### config.mk
export PLATFORM = sky130hd
export DESIGN_NAME = sjis_text_row_renderer_core
export DESIGN_NICKNAME = d
export VERILOG_FILES = /design/src/design/sjis_pkg.sv /design/src/design/sjis_text_row_renderer_core.sv /design/src/design/sjis_step.sv
export SDC_FILE = /design/constraint.sdc
export NUM_CORES = 1
export LEC_CHECK = 0
export ABC_AREA = 1
export BUFFER_PORTS_ARGS = -buffer_cell sky130_fd_sc_hd__buf_2
export CORE_AREA = 3 3 136 138
export DETAILED_ROUTE_END_ITERATION = 12
export DIE_AREA = 0 0 139 141
export HOLD_SLACK_MARGIN = 0.15
export PLACE_DENSITY = 0.59
export SLEW_MARGIN = 40
export SYNTH_ARGS = -nofsm -noshare
export SYNTH_HDL_FRONTEND = slang
export SYNTH_HIERARCHICAL = 1
export SYNTH_SLANG_ARGS = --single-unit
export TNS_END_PERCENT = 10
### constraint.sdc
create_clock -name clk -period 3.65 [get_ports clk]
set_input_delay 0.365 -clock clk [delete_from_list [all_inputs] [get_ports clk]]
set_output_delay 0.365 -clock clk [all_outputs]
set_load 0.02 [all_outputs]
### src/design/sjis_pkg.sv
// ----------------------------------------------------------------------------
// sjis_pkg
// shared types, constants and the shift-jis to jis code conversion
// ----------------------------------------------------------------------------
package sjis_pkg;

	localparam int unsigned SCREEN_WIDTH = 80;

	localparam logic [7:0] LEAD1_LO    = 8'h81;
	localparam logic [7:0] LEAD1_HI    = 8'h9F;
	localparam logic [7:0] LEAD2_LO    = 8'hE0;
	localparam logic [7:0] LEAD2_HI    = 8'hFC;
	localparam logic [7:0] ROW_OFS1    = 8'h71;
	localparam logic [7:0] ROW_OFS2    = 8'hB1;
	localparam logic [7:0] TRAIL_GAP   = 8'h7F;
	localparam logic [7:0] TRAIL_SPLIT = 8'h9E;
	localparam logic [7:0] CELL_OFS2   = 8'h7D;
	localparam logic [7:0] CELL_OFS1   = 8'h1F;
	localparam logic [7:0] JIS_BIAS    = 8'h20;
	localparam logic [7:0] BLANK_CHAR  = 8'h20;

	typedef enum logic [1:0] {
		KIND_SINGLE = 2'd0,
		KIND_KANJI  = 2'd1,
		KIND_DONE   = 2'd2
	} kind_t;

	// renderer state carried between items
	typedef struct packed {
		logic [6:0] column;
		logic [7:0] row;
		logic [7:0] attr;
		logic [7:0] lead;
		logic       lead_pending;
		logic       stopped;
	} state_t;

	// one input item
	typedef struct packed {
		logic       first_byte;
		logic [6:0] start_column;
		logic [7:0] row;
		logic [7:0] attribute;
		logic [7:0] text_byte;
	} item_t;

	// one result item
	typedef struct packed {
		kind_t       kind;
		logic [6:0]  column;
		logic [7:0]  row;
		logic [7:0]  char_code;
		logic [15:0] jis_code;
		logic [7:0]  attr;
	} result_t;

	function automatic logic is_lead(input logic [7:0] b);
		return ((b >= LEAD1_LO) && (b <= LEAD1_HI)) || ((b >= LEAD2_LO) && (b <= LEAD2_HI));
	endfunction

	// 8-bit wrapping conversion; a ninth bit of the cell value lands in the row byte
	function automatic logic [15:0] to_jis(input logic [7:0] lead, input logic [7:0] trail);
		logic [7:0] hi;
		logic [7:0] lo;
		logic [8:0] jr;
		logic [8:0] jc;
		hi = lead - ((lead <= LEAD1_HI) ? ROW_OFS1 : ROW_OFS2);
		hi = {hi[6:0], 1'b0} + 8'd1;
		lo = trail;
		if (lo > TRAIL_GAP) begin
			lo = lo - 8'd1;
		end
		if (lo >= TRAIL_SPLIT) begin
			lo = lo - CELL_OFS2;
			hi = hi + 8'd1;
		end else begin
			lo = lo - CELL_OFS1;
		end
		jr = {1'b0, hi} + {1'b0, JIS_BIAS};
		jc = {1'b0, lo} + {1'b0, JIS_BIAS};
		return {jr[7:0], 8'h00} | {7'h00, jc};
	endfunction

endpackage

### src/design/sjis_text_row_renderer_core.sv
// ----------------------------------------------------------------------------
// sjis_text_row_renderer_core
// renders a zero-terminated shift-jis byte string onto one screen row
// ----------------------------------------------------------------------------
// a result passes the input register, then the result register
// throughput: one text byte per cycle unless the output stalls; state update is in sjis_step
// items that give no result (lead bytes, clipped bytes) never wait on the output side
// reset: arst_n low clears both valid flags and the renderer state
// (column 0, row 0, attribute 0, no pending lead, not stopped)
module sjis_text_row_renderer_core import sjis_pkg::*; (
	input  logic        clk,
	input  logic        arst_n,
	input  logic        s_tvalid,
	output logic        s_tready,
	// start_column[6:0], row[14:7], attribute[22:15], text_byte[30:23], zero pad
	input  logic [31:0] s_tdata,
	// first_byte[0]
	input  logic        s_tuser,
	output logic        m_tvalid,
	input  logic        m_tready,
	// cell_column[6:0], cell_row[14:7], char_code[22:15], jis_code[38:23],
	// cell_attribute[46:39], zero pad
	output logic [47:0] m_tdata,
	// result_kind[1:0]
	output logic [1:0]  m_tuser
);

	// input register
	logic    valid_s1;
	item_t   item_s1;

	// renderer state, updated as an item leaves stage one
	state_t  state_q;
	state_t  state_next;

	// result register
	logic    valid_s2;
	result_t res_s2;

	logic    res_valid;
	result_t res;
	logic    advance;

	// stage one moves on when the result register is free or being drained;
	// items without a result never wait on the output side
	assign advance  = valid_s1 && (!valid_s2 || m_tready || !res_valid);
	assign s_tready = !valid_s1 || advance;

	always_ff @(posedge clk or negedge arst_n) begin
		if (!arst_n) begin
			valid_s1 <= 1'b0;
		end else if (s_tready) begin
			valid_s1 <= s_tvalid;
		end
	end

	always_ff @(posedge clk) begin
		if (s_tready && s_tvalid) begin
			item_s1.first_byte   <= s_tuser;
			item_s1.start_column <= s_tdata[6:0];
			item_s1.row          <= s_tdata[14:7];
			item_s1.attribute    <= s_tdata[22:15];
			item_s1.text_byte    <= s_tdata[30:23];
		end
	end

	sjis_step u_step (
		.state      (state_q),
		.item       (item_s1),
		.state_next (state_next),
		.res_valid  (res_valid),
		.res        (res)
	);

	always_ff @(posedge clk or negedge arst_n) begin
		if (!arst_n) begin
			state_q <= '0;
		end else if (advance) begin
			state_q <= state_next;
		end
	end

	// result register: load on a new result, clear when taken with nothing behind
	always_ff @(posedge clk or negedge arst_n) begin
		if (!arst_n) begin
			valid_s2 <= 1'b0;
		end else if (advance && res_valid) begin
			valid_s2 <= 1'b1;
		end else if (m_tready) begin
			valid_s2 <= 1'b0;
		end
	end

	always_ff @(posedge clk) begin
		if (advance && res_valid) begin
			res_s2 <= res;
		end
	end

	assign m_tvalid = valid_s2;
	assign m_tuser  = res_s2.kind;
	assign m_tdata  = {1'b0, res_s2.attr, res_s2.jis_code, res_s2.char_code,
		res_s2.row, res_s2.column};

`ifndef NO_ASSERTIONS
	// a kanji result always fits both of its cells on the row
	a_kanji_fits: assert property (@(posedge clk) disable iff (!arst_n)
		(m_tvalid && m_tuser == KIND_DONE) || !m_tvalid || m_tuser != KIND_KANJI ||
		({1'b0, m_tdata[6:0]} + 8'd1 < 8'(SCREEN_WIDTH)))
		else $error("kanji result crosses the last column");

	// a done result leaves the renderer stopped with no pending lead
	a_done_stops: assert property (@(posedge clk) disable iff (!arst_n)
		(advance && res_valid && res.kind == KIND_DONE) |=>
		(state_q.stopped && !state_q.lead_pending))
		else $error("state not stopped after terminator");

	// an item held in stage one is never dropped
	a_s1_held: assert property (@(posedge clk) disable iff (!arst_n)
		(valid_s1 && !advance) |=> (valid_s1 && $stable(item_s1)))
		else $error("stalled item lost from input register");

	// a result is only overwritten once the old one has been taken
	a_no_overwrite: assert property (@(posedge clk) disable iff (!arst_n)
		(advance && res_valid) |-> (!valid_s2 || m_tready))
		else $error("result register overwritten");
`endif

endmodule

### src/design/sjis_step.sv
// ----------------------------------------------------------------------------
// sjis_step
// next-state and result logic for one text byte
// ----------------------------------------------------------------------------
module sjis_step import sjis_pkg::*; (
	input  state_t  state,
	input  item_t   item,
	output state_t  state_next,
	output logic    res_valid,
	output result_t res
);

	always_comb begin
		state_t     s;
		logic [7:0] col_p1;
		s = state;
		if (item.first_byte) begin
			s.column       = item.start_column;
			s.row          = item.row;
			s.attr         = item.attribute;
			s.lead_pending = 1'b0;
			s.stopped      = 1'b0;
		end
		col_p1 = {1'b0, s.column} + 8'd1;

		res_valid     = 1'b0;
		res.kind      = KIND_SINGLE;
		res.column    = s.column;
		res.row       = s.row;
		res.char_code = 8'h00;
		res.jis_code  = 16'h0000;
		res.attr      = s.attr;

		if (item.text_byte == 8'h00) begin
			// terminator drops any pending lead
			s.lead_pending = 1'b0;
			s.stopped      = 1'b1;
			res_valid      = 1'b1;
			res.kind       = KIND_DONE;
		end else if (s.stopped) begin
			res_valid = 1'b0;
		end else if (s.lead_pending) begin
			s.lead_pending = 1'b0;
			res_valid      = 1'b1;
			if (col_p1 < 8'(SCREEN_WIDTH)) begin
				res.kind     = KIND_KANJI;
				res.jis_code = to_jis(s.lead, item.text_byte);
				s.column     = s.column + 7'd2;
			end else begin
				// kanji would cross the last column
				res.char_code = BLANK_CHAR;
				s.column      = s.column + 7'd1;
			end
		end else if ({1'b0, s.column} >= 8'(SCREEN_WIDTH)) begin
			s.stopped = 1'b1;
		end else if (is_lead(item.text_byte)) begin
			s.lead         = item.text_byte;
			s.lead_pending = 1'b1;
		end else begin
			res_valid     = 1'b1;
			res.char_code = item.text_byte;
			s.column      = s.column + 7'd1;
		end
		state_next = s;
	end

endmodule

After elaboration in Yosys (flattened, before gate mapping)
Cells that the tools add are included.
W data, S select, Z words.
- bits in registers: 116
- bits in latches: 0
- RAM bits: 0
- bits in read-only memories: 0
- bits of input ports: 37
- output and inout bits: 52
- memories kept: 0
- add/sub/neg operators: 11
- multiply operators: 0
- divide/modulo/power cells: 0
- magnitude comparators: 9
- equal/unequal tests: 0
- shift operators: 0
- muxes and demuxes: 45
- bitwise operators: 6
- reductions and logical operators: 18
- operators by type and width (cell ; count):
    $mux W8 ; 18
    $mux W7 ; 7
    $ge A8 B8 Y1 const B ; 3
    $le A8 B8 Y1 const B ; 3
    $mux W23 ; 1
    $add A8 B1 Y8 const B ; 2
    $or A16 B9 Y16 ; 1
    $mux W1 ; 13
    $mux W2 ; 5
    $add A8 B6 Y9 const B ; 1
    $add A7 B1 Y8 const B ; 1
    $add A8 B6 Y8 const B ; 1
    $gt A8 B7 Y1 const B ; 1
    $logic_not A8 Y1 ; 1
    $lt A8 B7 Y1 const B ; 1
    $sub A8 B1 Y8 const B ; 1
    $sub A8 B5 Y8 const B ; 1
    $sub A8 B7 Y8 const B ; 1
    $add A7 B1 Y7 const B ; 1
    $add A7 B2 Y7 const B ; 1
    $ge A7 B7 Y1 const B ; 1
    $sub A7 B7 Y7 ; 1
    $mux W6 ; 1
    $reduce_and A6 Y1 ; 1
    other kinds (8) ; 21

Depth between registers and ports, before layout
- depth in word-level cells: 15
- mapped depth: 23

Hierarchy
Netlist, hierarchy kept.
- modules (own cells, without submodules) (module ; times used ; cells each ; area each (µm²) ; sequential area each (µm²)):
    sjis_text_row_renderer_core ; 1 ; 238 ; 3860.0 ; 3308.2
    sjis_step ; 1 ; 432 ; 2208.4 ; 0.0

Least setup slack after synthesis
No wires, ideal clock.
- kind: flip-flop to flip-flop
- start: reg item_s1[0] (netlist bit)
- end: reg res_s2 (netlist bit m_tdata[29]) (data pin)
- setup time: 253 ps
- arrival time: 2769 ps
- path slack: 628 ps
- cell stages (with the launch flop): 19
- clock period less this slack: 3022 ps
- cell sequence: edfxtp_1 inv_1 ha_1 nand3_1 o21ai_0 nand2_1 nand3_1 nand3_1 nand2_1 inv_1 ha_1 nand2_1 nand2_1 nand2_1 nor2_1 xor2_1 ha_1 inv_1 nor2_2
- word-level cells in the longest chain between the ends: 14
- RTL lines (item ; line ; source):
    from (decl) ; sjis_text_row_renderer_core.sv:30 ; item_t item_s1;
    $sub A8 B1 Y8 / $gt A8 B7 Y1 (equally long branches) ; sjis_pkg.sv:71, sjis_pkg.sv:70 ;
    $mux W8 ; sjis_pkg.sv:70 ; if (lo > TRAIL_GAP) begin
    $mux W8 ; sjis_step.sv:45 ; if (col_p1 < 8'(SCREEN_WIDTH)) begin
    $mux W8 ; sjis_step.sv:42 ; end else if (s.lead_pending) begin
    $mux W8 ; sjis_step.sv:40 ; end else if (s.stopped) begin
    $mux W8 ; sjis_step.sv:34 ; if (item.text_byte == 8'h00) begin
    $sub A8 B5 Y8, or another cell as far along ; sjis_pkg.sv:77 ; lo = lo - CELL_OFS1;
    $mux W8 ; sjis_pkg.sv:73 ; if (lo >= TRAIL_SPLIT) begin
    $mux W8 ; sjis_step.sv:45 ;
    $mux W8 ; sjis_step.sv:42 ;
    $mux W8 ; sjis_step.sv:40 ;
    $mux W8 ; sjis_step.sv:34 ;
    $add A8 B6 Y9 ; sjis_pkg.sv:80 ; jc = {1'b0, lo} + {1'b0, JIS_BIAS};
    $or A16 B9 Y16 ; sjis_pkg.sv:81 ; return {jr[7:0], 8'h00} | {7'h00, jc};
    to (signal assigned) ; sjis_text_row_renderer_core.sv:96 ; res_s2 <= res;
    to (decl) ; sjis_text_row_renderer_core.sv:38 ; result_t res_s2;
Several ways; a longest one is shown, not always the timed one. The select of a mux whose other input is x is not followed.
A chain may end at the register's enable or synchronous reset.

Worst setup path in the final report
Ends and elaborated chain as after synthesis.

==> results.json <==
{
  "status": "finished, final reports clean",
  "grt_max_degree": 50,
  "fp.dieW_microns": 139,
  "synth_flop_cell": "edfxtp_1",
  "route.detailed.vias_per_inst": 4.559,
  "crit_type": "flop to flop",
  "synth_area_sq_um": 6068,
  "crit_fanout": 6,
  "max-slew-margin-rel_pct": 51.63,
  "drc": 0,
  "num_rows": 48,
  "numPortBuffers": 86,
  "fmax_mhz": 306.9,
  "final_cell_mix": "224 x nand2_1, 85 x buf_2, 81 x edfxtp_1",
  "async_flop_share_pct": 30.17,
  "cts_sinks": 116,
  "cts.clk_slew.worst_paths_ns": 0.05,
  "finalCriticalPeriod_ns": 3.258,
  "tns_ns": 0,
  "worstSetupEndpointType": "flop",
  "fp.dieArea_sq_um": 19600,
  "drt_first_pass_iters": 5,
  "layout_commonest_cell": "nand2_1",
  "hold_viol": 0,
  "hold_class": "primary input to flop",
  "worst_pin_slew_ns": 0.7255,
  "setup_slack_ns": 0.3916,
  "p_leak_nw": 3.555,
  "fin_cells": 1020,
  "cts_inserted_buffers": 17,
  "postCtsSetupBuffers": 0,
  "critical_path.max_stage_delay_ns": 0.43,
  "clk_latency_ns": 0.42,
  "area_delta_synth_final_pct": 25.15,
  "p_per_area_nw_per_um2": 725.1,
  "cts_tree": "done",
  "io_pins": 89,
  "vias": 4650,
  "netlist-cell-type-count": 40,
  "cp-start-kind": "flop",
  "synthCells": 670,
  "skew_ns": 0.006519,
  "critical_path_required_ns": 3.81,
  "num_antenna_cells": 0,
  "synth_edf_count": 81,
  "fill_cells": 1700,
  "drtIter0Drc": 207,
  "final_core_util_pct": 43.91,
  "start_util_pct": 35.08,
  "postRouteAntennaNets": 0,
  "critPathBufInv": 3,
  "syn_nets": 720,
  "synth_warnings": 6,
  "overflow": 0,
  "rsz0062_at_grt": "false",
  "gp_congestion": 0.9053,
  "cp_common_cell": "nand2_1",
  "setup_viol": 0,
  "maxCapViolations": 0,
  "grt_pass1_vias": 4583,
  "ys_seq_area_share_pct": 54.52,
  "dp_slack_ns": 0.3050,
  "layout.nets": 832,
  "track_usage_pct": 14.37,
  "ys_ff_latch": 116,
  "htree_levels": 4,
  "fp.dieH_microns": 141,
  "root_buffer": "clkbuf_16",
  "drt_wl_total_mm": 13.51,
  "antenna_found_initial": 0,
  "timing.final.crit_share_pct": 89.27,
  "cts_max_path_buffers": 2,
  "critical_path.cell_chain": "inv_1, ha_1, nand3_1, o21ai_0, nand2_1, nand3_1, nand3_1, nand2_1, inv_2, ha_1, nand2_1, nand2_1, nand2_1, nor2_1, xor2_1, ha_1, inv_1, nor2_2",
  "coreArea_sq_um": 17300,
  "dp_hpwl_mm": 8.977,
  "placedCellCount": 955,
  "ir_worst_vdd_mv": 0.3934,
  "avgRoutedWirePerCell_microns": 13.25,
  "grt_pass1_wl_mm": 22.51,
  "syn_avg_cell_area_sq_um": 9.057,
  "arrival_ns": 3.42,
  "cpMaxStageDelayCell": "edfxtp_1",
  "drive_gt1_share_pct": 21.26,
  "crit_family": "simple AND/OR/NAND/NOR gates",
  "finalMaxSlewViolations": 0,
  "total_power_w": 0.005507
}
cell usage after synthesis, types with 6 or more instances:
master / n / area [sq um]
nand3_1: 69 / 345.3
inv_2: 6 / 22.52
o21ai_0: 17 / 85.08
dfrtp_1: 35 / 875.8
buf_4: 19 / 142.6
buf_6: 6 / 67.56
xor2_1: 14 / 122.6
nor3_1: 11 / 55.05
nor2_1: 33 / 123.9
a21oi_1: 10 / 50.05
nand2_2: 8 / 50.05
nand2_1: 224 / 840.8
inv_1: 61 / 229.0
buf_2: 10 / 50.05
edfxtp_1: 81 / 2432
ha_1: 12 / 150.1
nand4_1: 11 / 68.82
nor2_2: 10 / 62.56
cell families (layout without fill, tap and decap cells):
logic type	after synthesis	in the layout	share of synthesized area, %
DFF	116	116	54.52
other	1	1	0.06180
and+or+nand+nor	379	379	27.86
adders and majority gates	13	13	2.804
buffers and inverters	106	231	8.680
AOI/OAI and AO/OA	38	38	3.629
xor gates and xnor gates	17	17	2.454
worst paths after layout:
kind | start | end | slack (ns) | cells after the start
max | item_s1[0]$_DFFE_PP_ | m_tdata[29]$_DFFE_PP_ | 0.39 | 18
min | s_tvalid | valid_s1$_DFFE_PN0P_ | 0.18 | 3
max reg2reg | item_s1[0]$_DFFE_PP_ | m_tdata[29]$_DFFE_PP_ | 0.39 | 18
min reg2reg | state_q[8]$_DFFE_PN0P_ | state_q[8]$_DFFE_PN0P_ | 0.47 | 2
max in group asynchronous | arst_n | state_q[9]$_DFFE_PN0P_ | 2.85 | 2
min in group asynchronous | arst_n | state_q[15]$_DFFE_PN0P_ | 0.45 | 2
stage by stage:
stage	hold WS, ns	cell area [sq um]
floorplan	0.06941	6068
global placement	0.4543	6611
detailed placement	0.3683	6614
CTS	0.1663	7595
global route	0.2030	7595
finish	0.1818	7595
worst register-to-register path, stage by stage, from the launching register on:
cell and delay (ns):
edfxtp_1 0.43, inv_1 0.21, ha_1 0.22, nand3_1 0.12
o21ai_0 0.19, nand2_1 0.14, nand3_1 0.10, nand3_1 0.10
nand2_1 0.11, inv_2 0.08, ha_1 0.27, nand2_1 0.05
nand2_1 0.07, nand2_1 0.08, nor2_1 0.15, xor2_1 0.29
ha_1 0.30, inv_1 0.07, nor2_2 0.04
power by group:
| part | switching, W | total, W | internal [W] |
|---|---|---|---|
| clock network | 0.000607 | 0.00183 | 0.00123 |
| logic | 0.00114 | 0.00172 | 0.000577 |
| registers | 0.000164 | 0.00195 | 0.00179 |
| total | 0.00191 | 0.00551 | 0.00359 |
layer usage:
layer / global-route usage [%] / up-vias / routed length, microns
li1: - / 2390 / -
met2: 24.50 / 100 / 6582
met4: 6.179 / 0 / 308
met5: 0 / - / 0
met1: 17.12 / 2135 / 6037
met3: 3.969 / 25 / 585
cell type report:
| type | count | area [sq um] | area share, % |
|---|---|---|---|
| inverters | 68 | 255.2 | 3.361 |
| flip-flops and latches | 116 | 3308 | 43.56 |
| clock inverters | 13 | 207.7 | 2.735 |
| repair buffers | 131 | 865.8 | 11.40 |
| well taps | 225 | 281.5 | 3.707 |
| multi-input cells | 448 | 2233 | 29.41 |
| clock buffers | 19 | 442.9 | 5.832 |
state kept, by name, summed over array words and instances (netlist names):
| signal | cells |
|---|---|
| item_s1 | 32 |
| m_tdata | 47 |
| m_tuser | 2 |
| m_tvalid | 1 |
| state_q | 33 |
| valid_s1 | 1 |
timing repair:
item                                    4_1_cts  5_1_grt
resized for setup                             0        1
hold buffers                                 33        0
endpoints found under the setup margin        0        1
endpoints found under the hold margin        67        0
(Power assumes the default switching activity.)
